### src/hdl/srde_pkg.sv
`timescale 1ns / 1ps

package srde_pkg;

    localparam int VALUE_BITS  = 32;
    localparam int MAX_RADIX   = 32;
    localparam int ALPHA_CAP   = 32;

    localparam int RADIX_W     = 6;
    localparam int DIGIT_W     = $clog2(ALPHA_CAP);
    localparam int STACK_DEPTH = VALUE_BITS;
    localparam int DEPTH_W     = $clog2(STACK_DEPTH + 1);
    localparam int STEP_BITS   = 4;
    localparam int STEPS       = VALUE_BITS / STEP_BITS;
    localparam int STEP_W      = $clog2(STEPS);

    localparam int ADDR_W      = 6;
    localparam int DATA_W      = 64;

    localparam logic [2:0] REG_RADIX   = 3'd0;
    localparam logic [2:0] REG_ALPHA_A = 3'd1;
    localparam logic [2:0] REG_ALPHA_B = 3'd2;
    localparam logic [2:0] REG_ALPHA_C = 3'd3;
    localparam logic [2:0] REG_ALPHA_D = 3'd4;

    localparam logic [RADIX_W-1:0] RADIX_RESET   = 6'd2;
    localparam logic [DATA_W-1:0]  ALPHA_A_RESET = 64'h3130;

    localparam logic [7:0] CHAR_PLUS  = 8'h2B;
    localparam logic [7:0] CHAR_MINUS = 8'h2D;
    localparam logic [7:0] CHAR_SPACE = 8'h20;
    localparam logic [7:0] CHAR_TILDE = 8'h7E;

    typedef logic [7:0]                 t_char;
    typedef logic [DIGIT_W-1:0]         t_digit;
    typedef logic [ALPHA_CAP-1:0][7:0]  t_alpha;

    typedef struct packed {
        logic load;
        logic chk_inc;
        logic div_step;
        logic emit_sign;
        logic emit_digit;
        logic rd_digit;
    } t_cmd;

    typedef struct packed {
        logic radix_ok;
        logic char_bad;
        logic chk_last;
        logic step_last;
        logic quot_zero;
        logic neg;
        logic out_free;
        logic digit_last;
    } t_sts;

endpackage

### src/hdl/srde_if.sv
`timescale 1ns / 1ps

interface srde_in_if;
    logic                                       valid;
    logic                                       ready;
    logic signed [srde_pkg::VALUE_BITS-1:0]     value;

    modport source (output valid, output value, input ready);
    modport sink   (input valid, input value, output ready);
endinterface

interface srde_out_if;
    logic       valid;
    logic       ready;
    logic [7:0] out_char;
    logic       last_char;

    modport source (output valid, output out_char, output last_char, input ready);
    modport sink   (input valid, input out_char, input last_char, output ready);
endinterface

### src/hdl/signed_radix_digit_emitter.sv
`timescale 1ns / 1ps
// After a value is transferred, the alphabet is checked, one character of it a cycle for
// the R = radix characters in use, then the 4-bit-a-cycle divider yields the D digits.
// The characters then go out back to back while o_out.ready does not stall them, with a
// minus sign before the digits of a negative value.
// Reset (i_rst_n, synchronous, active low): idle, no output, radix 2, alphabet "01".

module signed_radix_digit_emitter (
    input  logic                              i_clk,
    input  logic                              i_rst_n,
    srde_in_if.sink                           i_in,
    srde_out_if.source                        o_out,
    input  logic                              psel,
    input  logic                              penable,
    input  logic                              pwrite,
    input  logic [srde_pkg::ADDR_W-1:0]       paddr,
    input  logic [srde_pkg::DATA_W-1:0]       pwdata,
    output logic [srde_pkg::DATA_W-1:0]       prdata,
    output logic                              pready
);

    logic [srde_pkg::RADIX_W-1:0] radix;
    srde_pkg::t_alpha             alpha;
    srde_pkg::t_cmd               cmd;
    srde_pkg::t_sts               sts;
    logic                         in_ready;

    srde_regs u_regs (
        .i_clk   (i_clk),
        .i_rst_n (i_rst_n),
        .psel    (psel),
        .penable (penable),
        .pwrite  (pwrite),
        .paddr   (paddr),
        .pwdata  (pwdata),
        .prdata  (prdata),
        .pready  (pready),
        .o_radix (radix),
        .o_alpha (alpha)
    );

    srde_ctrl u_ctrl (
        .i_clk      (i_clk),
        .i_rst_n    (i_rst_n),
        .i_in_valid (i_in.valid),
        .i_sts      (sts),
        .o_in_ready (in_ready),
        .o_cmd      (cmd)
    );

    srde_dp u_dp (
        .i_clk       (i_clk),
        .i_rst_n     (i_rst_n),
        .i_cmd       (cmd),
        .i_value     (i_in.value),
        .i_radix     (radix),
        .i_alpha     (alpha),
        .i_out_ready (o_out.ready),
        .o_sts       (sts),
        .o_out_valid (o_out.valid),
        .o_out_char  (o_out.out_char),
        .o_out_last  (o_out.last_char)
    );

    assign i_in.ready = in_ready;

endmodule

### src/hdl/srde_regs.sv
`timescale 1ns / 1ps

module srde_regs (
    input  logic                               i_clk,
    input  logic                               i_rst_n,
    input  logic                               psel,
    input  logic                               penable,
    input  logic                               pwrite,
    input  logic [srde_pkg::ADDR_W-1:0]        paddr,
    input  logic [srde_pkg::DATA_W-1:0]        pwdata,
    output logic [srde_pkg::DATA_W-1:0]        prdata,
    output logic                               pready,
    output logic [srde_pkg::RADIX_W-1:0]       o_radix,
    output srde_pkg::t_alpha                   o_alpha
);

    logic [srde_pkg::RADIX_W-1:0] r_radix;
    logic [srde_pkg::DATA_W-1:0]  r_word_a;
    logic [srde_pkg::DATA_W-1:0]  r_word_b;
    logic [srde_pkg::DATA_W-1:0]  r_word_c;
    logic [srde_pkg::DATA_W-1:0]  r_word_d;
    logic [2:0]                   reg_idx;
    logic                         wr_en;

    assign pready  = 1'b1;
    assign reg_idx = paddr[srde_pkg::ADDR_W-1:3];
    assign wr_en   = psel && penable && pwrite && pready;

    always_ff @(posedge i_clk) begin
        if (!i_rst_n) begin
            r_radix  <= srde_pkg::RADIX_RESET;
            r_word_a <= srde_pkg::ALPHA_A_RESET;
            r_word_b <= '0;
            r_word_c <= '0;
            r_word_d <= '0;
        end else if (wr_en) begin
            case (reg_idx)
                srde_pkg::REG_RADIX:   r_radix  <= pwdata[srde_pkg::RADIX_W-1:0];
                srde_pkg::REG_ALPHA_A: r_word_a <= pwdata;
                srde_pkg::REG_ALPHA_B: r_word_b <= pwdata;
                srde_pkg::REG_ALPHA_C: r_word_c <= pwdata;
                srde_pkg::REG_ALPHA_D: r_word_d <= pwdata;
                default: ;
            endcase
        end
    end

    always_comb begin
        case (reg_idx)
            srde_pkg::REG_RADIX:   prdata = {{(srde_pkg::DATA_W-srde_pkg::RADIX_W){1'b0}}, r_radix};
            srde_pkg::REG_ALPHA_A: prdata = r_word_a;
            srde_pkg::REG_ALPHA_B: prdata = r_word_b;
            srde_pkg::REG_ALPHA_C: prdata = r_word_c;
            srde_pkg::REG_ALPHA_D: prdata = r_word_d;
            default:               prdata = '0;
        endcase
    end

    assign o_radix = r_radix;
    assign o_alpha = {r_word_d, r_word_c, r_word_b, r_word_a};

endmodule

### src/hdl/srde_ctrl.sv
`timescale 1ns / 1ps

module srde_ctrl (
    input  logic             i_clk,
    input  logic             i_rst_n,
    input  logic             i_in_valid,
    input  srde_pkg::t_sts   i_sts,
    output logic             o_in_ready,
    output srde_pkg::t_cmd   o_cmd
);

    typedef enum logic [2:0] {
        S_IDLE,
        S_CHECK,
        S_DIV,
        S_SIGN,
        S_EMIT
    } t_state;

    t_state r_state;
    t_state n_state;
    logic   r_in_ready;

    always_comb begin
        n_state = r_state;
        o_cmd   = '0;
        case (r_state)
            S_IDLE: begin
                if (i_in_valid && r_in_ready) begin
                    o_cmd.load = 1'b1;
                    n_state    = i_sts.radix_ok ? S_CHECK : S_IDLE;
                end
            end
            S_CHECK: begin
                o_cmd.chk_inc = 1'b1;
                if (i_sts.char_bad) begin
                    n_state = S_IDLE;
                end else if (i_sts.chk_last) begin
                    n_state = S_DIV;
                end
            end
            S_DIV: begin
                o_cmd.div_step = 1'b1;
                if (i_sts.step_last && i_sts.quot_zero) begin
                    n_state = i_sts.neg ? S_SIGN : S_EMIT;
                end
            end
            S_SIGN: begin
                if (i_sts.out_free) begin
                    o_cmd.emit_sign = 1'b1;
                    n_state         = S_EMIT;
                end
            end
            S_EMIT: begin
                o_cmd.rd_digit = 1'b1;
                if (i_sts.out_free) begin
                    o_cmd.emit_digit = 1'b1;
                    if (i_sts.digit_last) begin
                        n_state = S_IDLE;
                    end
                end
            end
            default: begin
                n_state = S_IDLE;
            end
        endcase
    end

    always_ff @(posedge i_clk) begin
        if (!i_rst_n) begin
            r_state    <= S_IDLE;
            r_in_ready <= 1'b0;
        end else begin
            r_state    <= n_state;
            r_in_ready <= (n_state == S_IDLE);
        end
    end

    assign o_in_ready = r_in_ready;

endmodule

### src/hdl/srde_dp.sv
`timescale 1ns / 1ps

module srde_dp (
    input  logic                              i_clk,
    input  logic                              i_rst_n,
    input  srde_pkg::t_cmd                    i_cmd,
    input  logic [srde_pkg::VALUE_BITS-1:0]   i_value,
    input  logic [srde_pkg::RADIX_W-1:0]      i_radix,
    input  srde_pkg::t_alpha                  i_alpha,
    input  logic                              i_out_ready,
    output srde_pkg::t_sts                    o_sts,
    output logic                              o_out_valid,
    output srde_pkg::t_char                   o_out_char,
    output logic                              o_out_last
);

    logic [srde_pkg::VALUE_BITS-1:0]  r_mag;
    logic                             r_neg;
    srde_pkg::t_digit                 r_rem;
    logic [srde_pkg::STEP_W-1:0]      r_step;
    srde_pkg::t_digit                 r_idx;
    srde_pkg::t_digit                 r_stack [srde_pkg::STACK_DEPTH];
    logic [srde_pkg::DEPTH_W-1:0]     r_depth;
    logic                             r_out_valid;
    srde_pkg::t_char                  r_out_char;
    logic                             r_out_last;

    logic [srde_pkg::VALUE_BITS-1:0]  load_mag;
    logic [srde_pkg::STEP_BITS-1:0]   quot_bits;
    srde_pkg::t_digit                 rem_next;
    logic [srde_pkg::DIGIT_W:0]       trial;
    logic [srde_pkg::VALUE_BITS-1:0]  mag_next;
    srde_pkg::t_digit                 rd_addr;
    srde_pkg::t_char                  rd_char;
    logic                             dup;
    logic                             step_last;
    logic                             out_free;
    logic                             digit_last;

    assign load_mag = i_value[srde_pkg::VALUE_BITS-1]
                    ? (srde_pkg::VALUE_BITS'(0) - i_value) : i_value;

    // restoring division, STEP_BITS quotient bits a cycle
    always_comb begin
        rem_next  = r_rem;
        quot_bits = '0;
        trial     = '0;
        for (int k = 0; k < srde_pkg::STEP_BITS; k++) begin
            trial = {rem_next, r_mag[srde_pkg::VALUE_BITS-1-k]};
            if (trial >= i_radix) begin
                trial = trial - i_radix;
                quot_bits[srde_pkg::STEP_BITS-1-k] = 1'b1;
            end
            rem_next = trial[srde_pkg::DIGIT_W-1:0];
        end
    end

    assign mag_next  = {r_mag[srde_pkg::VALUE_BITS-srde_pkg::STEP_BITS-1:0], quot_bits};
    assign step_last = (r_step == srde_pkg::STEP_W'(srde_pkg::STEPS - 1));

    assign rd_addr = i_cmd.rd_digit ? r_stack[0] : r_idx;
    assign rd_char = i_alpha[rd_addr];

    always_comb begin
        dup = 1'b0;
        for (int j = 0; j < srde_pkg::ALPHA_CAP; j++) begin
            if ((srde_pkg::DIGIT_W'(j) > r_idx)
                && ((srde_pkg::DIGIT_W+1)'(j) < i_radix)
                && (i_alpha[j] == rd_char)) begin
                dup = 1'b1;
            end
        end
    end

    assign out_free   = !r_out_valid || i_out_ready;
    assign digit_last = (r_depth == srde_pkg::DEPTH_W'(1));

    always_comb begin
        o_sts            = '0;
        o_sts.radix_ok   = (i_radix >= srde_pkg::RADIX_W'(2))
                        && (i_radix <= srde_pkg::RADIX_W'(srde_pkg::MAX_RADIX))
                        && (i_radix <= srde_pkg::RADIX_W'(srde_pkg::ALPHA_CAP));
        o_sts.char_bad   = (rd_char == srde_pkg::CHAR_PLUS)
                        || (rd_char == srde_pkg::CHAR_MINUS)
                        || (rd_char < srde_pkg::CHAR_SPACE)
                        || (rd_char > srde_pkg::CHAR_TILDE)
                        || dup;
        o_sts.chk_last   = ({1'b0, r_idx} == (i_radix - srde_pkg::RADIX_W'(1)));
        o_sts.step_last  = step_last;
        o_sts.quot_zero  = (mag_next == '0);
        o_sts.neg        = r_neg;
        o_sts.out_free   = out_free;
        o_sts.digit_last = digit_last;
    end

    always_ff @(posedge i_clk) begin
        if (!i_rst_n) begin
            r_step      <= '0;
            r_depth     <= '0;
            r_out_valid <= 1'b0;
        end else begin
            if (i_cmd.load) begin
                r_step  <= '0;
                r_depth <= '0;
            end else if (i_cmd.div_step) begin
                r_step <= r_step + srde_pkg::STEP_W'(1);
                if (step_last) begin
                    r_depth <= r_depth + srde_pkg::DEPTH_W'(1);
                end
            end else if (i_cmd.emit_digit) begin
                r_depth <= r_depth - srde_pkg::DEPTH_W'(1);
            end
            if (i_cmd.emit_sign || i_cmd.emit_digit) begin
                r_out_valid <= 1'b1;
            end else if (i_out_ready) begin
                r_out_valid <= 1'b0;
            end
        end
    end

    always_ff @(posedge i_clk) begin
        if (i_cmd.load) begin
            r_mag <= load_mag;
            r_neg <= i_value[srde_pkg::VALUE_BITS-1];
            r_rem <= '0;
            r_idx <= '0;
        end
        if (i_cmd.chk_inc) begin
            r_idx <= r_idx + srde_pkg::DIGIT_W'(1);
        end
        if (i_cmd.div_step) begin
            r_mag <= mag_next;
            r_rem <= step_last ? '0 : rem_next;
            if (step_last) begin
                r_stack[0] <= rem_next;
                for (int k = 1; k < srde_pkg::STACK_DEPTH; k++) begin
                    r_stack[k] <= r_stack[k-1];
                end
            end
        end
        if (i_cmd.emit_digit) begin
            for (int k = 0; k < srde_pkg::STACK_DEPTH - 1; k++) begin
                r_stack[k] <= r_stack[k+1];
            end
        end
        if (i_cmd.emit_sign) begin
            r_out_char <= srde_pkg::CHAR_MINUS;
            r_out_last <= 1'b0;
        end else if (i_cmd.emit_digit) begin
            r_out_char <= rd_char;
            r_out_last <= digit_last;
        end
    end

    assign o_out_valid = r_out_valid;
    assign o_out_char  = r_out_char;
    assign o_out_last  = r_out_last;

    a_depth_bound: assert property (@(posedge i_clk) disable iff (!i_rst_n)
        r_depth <= srde_pkg::DEPTH_W'(srde_pkg::STACK_DEPTH))
        else $error("digit stack overflow");

    a_pop_nonempty: assert property (@(posedge i_clk) disable iff (!i_rst_n)
        i_cmd.emit_digit |-> (r_depth != '0))
        else $error("digit popped from empty stack");

    a_rem_range: assert property (@(posedge i_clk) disable iff (!i_rst_n)
        i_cmd.div_step |-> ({1'b0, r_rem} < i_radix))
        else $error("remainder not below radix");

    a_last_marked: assert property (@(posedge i_clk) disable iff (!i_rst_n)
        (i_cmd.emit_digit && digit_last) |=> (r_out_valid && r_out_last))
        else $error("final digit not marked last");

endmodule
### src/flat_wrapper.sv
// flat-port wrapper written by rule: the top's interface ports become plain ports
module signed_radix_digit_emitter_flat 
  (i_clk, i_rst_n, psel, penable, pwrite, paddr, pwdata, prdata, pready, i_in_valid, i_in_value, i_in_ready, o_out_valid, o_out_out_char, o_out_last_char, o_out_ready);
  srde_in_if i_in_i ();
  srde_out_if o_out_i ();
  input  logic i_clk;
  input  logic i_rst_n;
  input  logic psel;
  input  logic penable;
  input  logic pwrite;
  input  logic [srde_pkg::ADDR_W-1:0] paddr;
  input  logic [srde_pkg::DATA_W-1:0] pwdata;
  output logic [srde_pkg::DATA_W-1:0] prdata;
  output logic pready;
  input wire logic [$bits(i_in_i.valid)-1:0] i_in_valid;
  input wire logic [$bits(i_in_i.value)-1:0] i_in_value;
  output wire logic [$bits(i_in_i.ready)-1:0] i_in_ready;
  output wire logic [$bits(o_out_i.valid)-1:0] o_out_valid;
  output wire logic [$bits(o_out_i.out_char)-1:0] o_out_out_char;
  output wire logic [$bits(o_out_i.last_char)-1:0] o_out_last_char;
  input wire logic [$bits(o_out_i.ready)-1:0] o_out_ready;
  assign i_in_i.valid = i_in_valid;
  assign i_in_i.value = i_in_value;
  assign i_in_ready = i_in_i.ready;
  assign o_out_valid = o_out_i.valid;
  assign o_out_out_char = o_out_i.out_char;
  assign o_out_last_char = o_out_i.last_char;
  assign o_out_i.ready = o_out_ready;
  signed_radix_digit_emitter u_core (.i_clk(i_clk), .i_rst_n(i_rst_n), .i_in(i_in_i), .o_out(o_out_i), .psel(psel), .penable(penable), .pwrite(pwrite), .paddr(paddr), .pwdata(pwdata), .prdata(prdata), .pready(pready));
endmodule
### config.mk
export PLATFORM = sky130hd
export DESIGN_NAME = signed_radix_digit_emitter_flat
export DESIGN_NICKNAME = d
export VERILOG_FILES = /design/src/hdl/srde_pkg.sv /design/src/hdl/srde_if.sv /design/src/hdl/signed_radix_digit_emitter.sv /design/src/hdl/srde_regs.sv /design/src/hdl/srde_ctrl.sv /design/src/hdl/srde_dp.sv /design/src/flat_wrapper.sv
export SDC_FILE = /design/constraint.sdc
export NUM_CORES = 2
export LEC_CHECK = 0
export BUFFER_PORTS_ARGS = -buffer_cell sky130_fd_sc_hd__buf_2
export CORE_MARGIN = 2
export CORE_UTILIZATION = 30
export DETAILED_ROUTE_END_ITERATION = 8
export PLACE_DENSITY = 0.5
export SYNTH_ARGS = -nofsm -noshare
export SYNTH_HDL_FRONTEND = slang
export SYNTH_SLANG_ARGS = --single-unit
### constraint.sdc
create_clock -name i_clk -period 17.07 [get_ports i_clk]
set_clock_uncertainty 0.05 [all_clocks]
set_input_delay 1.707 -clock i_clk [delete_from_list [all_inputs] [get_ports i_clk]]
set_output_delay 1.707 -clock i_clk [all_outputs]
set_load 0.05 [all_outputs]
==> qor.yml <==
synthCells: 3521
syn_nets: 3671
worstMarginPinSlew_ns: 1.27
drc: 0
crit_fanout: 12
fp-row-count: 115
synthTopCellsByCount: "nand2_1, a21oi_1, dfxtp_1"
vias: 27279
cts_tree: "yes"
synth_area_sq_um: 29700
path_buf_inv: 1
routedWlPerCell_microns: 25.2
p_int_w: 0.00208
crit_path_top_delay_cell: "dfxtp_1"
crit_path_frequent_cell: "a21oi_1"
fmax_mhz: 101
synth-seq-area-share_pct: 39.8
worst_setup_path_end_kind: "flop"
first_iter_violations: 3132
ys_ff_latch: 488
post-cts-setup-buffer-count: 0
worst_slew_margin_rel_pct: 15.3
clk-insertion-delay-late_ns: 0.67
clock-root-buffer: "clkbuf_16"
nNetsFinal: 3702
pwr-share-seq_pct: 42.3
die_area_sq_um: 101000
setup_viol: 0
die_h_microns: 319
grt_use_total_pct: 23.3
cts_buffers: 56
overflow: 0
rsz0062_at_grt: "false"
synth.distinct_cells: 91
antenna_found_initial: 10
vias_per_cell: 5.59
yosysMostFrequentCell: "nand2_1"
grt_pass1_vias: 25092
async_reset_ff_share_pct: 0
dp_slack_ns: 7.14
cts_resized: 0
drive_gt1_share_pct: 13.5
finalCritPeriodShare_pct: 58.1
m1WireLength_microns: 54500
combPwrFrac_pct: 16.6
htreeDepth: 2
boundaryPins: 185
path_class: "reg -> reg"
start_util_pct: 30.2
power_leakage_nw: 12.2
drv_slew: 0
tns_ns: 0
power.share.clock_pct: 41.1
min_path_type: "reg -> reg"
synthTopCellsByArea: "edfxtp_1, dfxtp_1, nand2_1"
hold_viol_final: 0
met3_length_microns: 10200
core_area_sq_um: 98300
avgSynthCellArea_sq_um: 8.43
max_cap_viol_count: 0
fin_ws_ns: 7.15
area_growth_pct: 12.4
wl_met2_microns: 53100
power_density_nw_per_um2: 88.1
synth_edf_count: 203
worst_setup_path_start_kind: "flop"
dp_hpwl_microns: 85800
period_needed_ns: 9.92
critPathTopFamily: "compound AO/OA/AOI/OAI gates"
status: "complete, no violations"
totalWireLength_microns: 123000
port_buffers: 180
place_congestion: 1.02
max_stage_delay_ns: 0.65
ant_nets: 0
top_layer_used: "met5"
synth_top_area_cell: "edfxtp_1"
hold_buffers: 0
clk_path_buf_depth: 3
grt_start_max_net_pins: 103
cp_data_required_time_ns: 17.62
dr.pass1.iters: 5
swShare_pct: 29.1
cts_sinks: 488
synth_top_area_share_pct: 20.5
clkTransAtPathRegs_ns: 0.06
power_switching_w: 0.000857
crit_arrival_ns: 10.47
yosys_warnings: 0
grt_pass1_wl_microns: 178000
ys_dominant_reg_cell: "dfxtp_1"
peakVddDrop_mv: 0.0707
die_w_microns: 319
-- routing by layer --
layer  vias to the layer above  track usage (%)
met2                      1162             35.2
met3                       260             4.41
met4                         8             8.44
met5                         -                0
met1                     13377             33.0
li1                      12472                -
-- path summary, 6_finish.rpt --
path,from,end,slack [ns],cells after the start
setup / recovery,u_core.u_regs.o_radix[1],u_core.u_ctrl.o_in_ready,7.15,31
hold / removal,u_core.u_dp.r_stack[1][72],u_core.u_dp.r_stack[1][77],0.40,0
setup reg to reg,u_core.u_regs.o_radix[1],u_core.u_ctrl.o_in_ready,7.15,31
hold reg to reg,u_core.u_dp.r_stack[1][72],u_core.u_dp.r_stack[1][77],0.40,0
-- registers in the layout, summed over array words and instances (netlist names) --
name                      flops
u_core.u_regs.r_word_c       64
u_core.u_regs.r_word_a       64
u_core.u_dp.r_neg             1
u_core.u_dp.r_idx             5
u_core.u_dp.r_mag            32
u_core.u_regs.o_radix         6
u_core.u_dp.r_step            3
u_core.u_regs.r_word_b       64
u_core.u_dp.o_out_char        8
u_core.u_dp.r_stack         160
u_core.u_dp.o_out_last        1
u_core.u_dp.o_out_valid       1
u_core.u_dp.r_depth           6
u_core.u_regs.r_word_d       64
u_core.u_dp.r_rem             5
u_core.u_ctrl.r_state         3
u_core.u_ctrl.o_in_ready      1
-- layout make-up --
| cell class | instances | area [sq um] |
|---|---|---|
| Clock inverter | 17 | 238 |
| Fill cell | 10363 | 64900 |
| Inverter | 43 | 174 |
| Tap cell | 1287 | 1610 |
| Timing Repair Buffer | 233 | 1300 |
| Multi-Input combinational cell | 2730 | 16700 |
| Clock buffer | 85 | 1590 |
| Antenna cell | 1 | 2.50 |
| Sequential cell | 488 | 11800 |
-- metrics by stage --
step / utilization, % / power [W] / std cells / cell area, sq um / hold slack, ns
6_report: 34.0 / 0.00294 / 4884 / 33400 / 0.400
5_1_grt: 34.0 / 0.00305 / 4883 / 33400 / 0.411
4_1_cts: 34.0 / 0.00296 / 4883 / 33400 / 0.405
3_5_place_dp: 32.1 / 0.00175 / 4781 / 31500 / 0.387
3_3_place_gp: 32.1 / 0.00174 / 4781 / 31500 / 0.382
2_1_floorplan: - / 0.00159 / 3521 / 29700 / 0.372
-- power groups by stage --
stage | sequential, W | combinational (W) | clock (W)
5_1_grt | 0.00125 | 0.000523 | 0.00128
6_report | 0.00124 | 0.000488 | 0.00121
2_1_floorplan | 0.00127 | 0.000327 | 0
4_1_cts | 0.00124 | 0.000479 | 0.00124
3_3_place_gp | 0.00127 | 0.000474 | 0
3_5_place_dp | 0.00127 | 0.000477 | 0
-- layout by cell type (no fill, tap or decap), drive strengths merged, types with 87 or more instances in the layout --
| cell type | instances |
|---|---|
| o21ai | 95 |
| xor2 | 141 |
| a22oi | 134 |
| mux2 | 107 |
| nand2 | 1000 |
| mux2i | 110 |
| a21oi | 351 |
| xnor2 | 139 |
| dfxtp | 285 |
| buf | 233 |
| nor2 | 87 |
| edfxtp | 203 |
-- cells by family after synthesis --
logic type	after synthesis	share of synthesized area, %
DFF	488	39.8
buffers and inverters	303	4.45
AOI/OAI and AO/OA	756	15.7
other	1	0.0126
xor gates and xnor gates	280	8.26
adders and majority gates	41	1.83
and+or+nand+nor	1416	20.8
muxes	236	9.21
(Power assumes the default switching activity.)
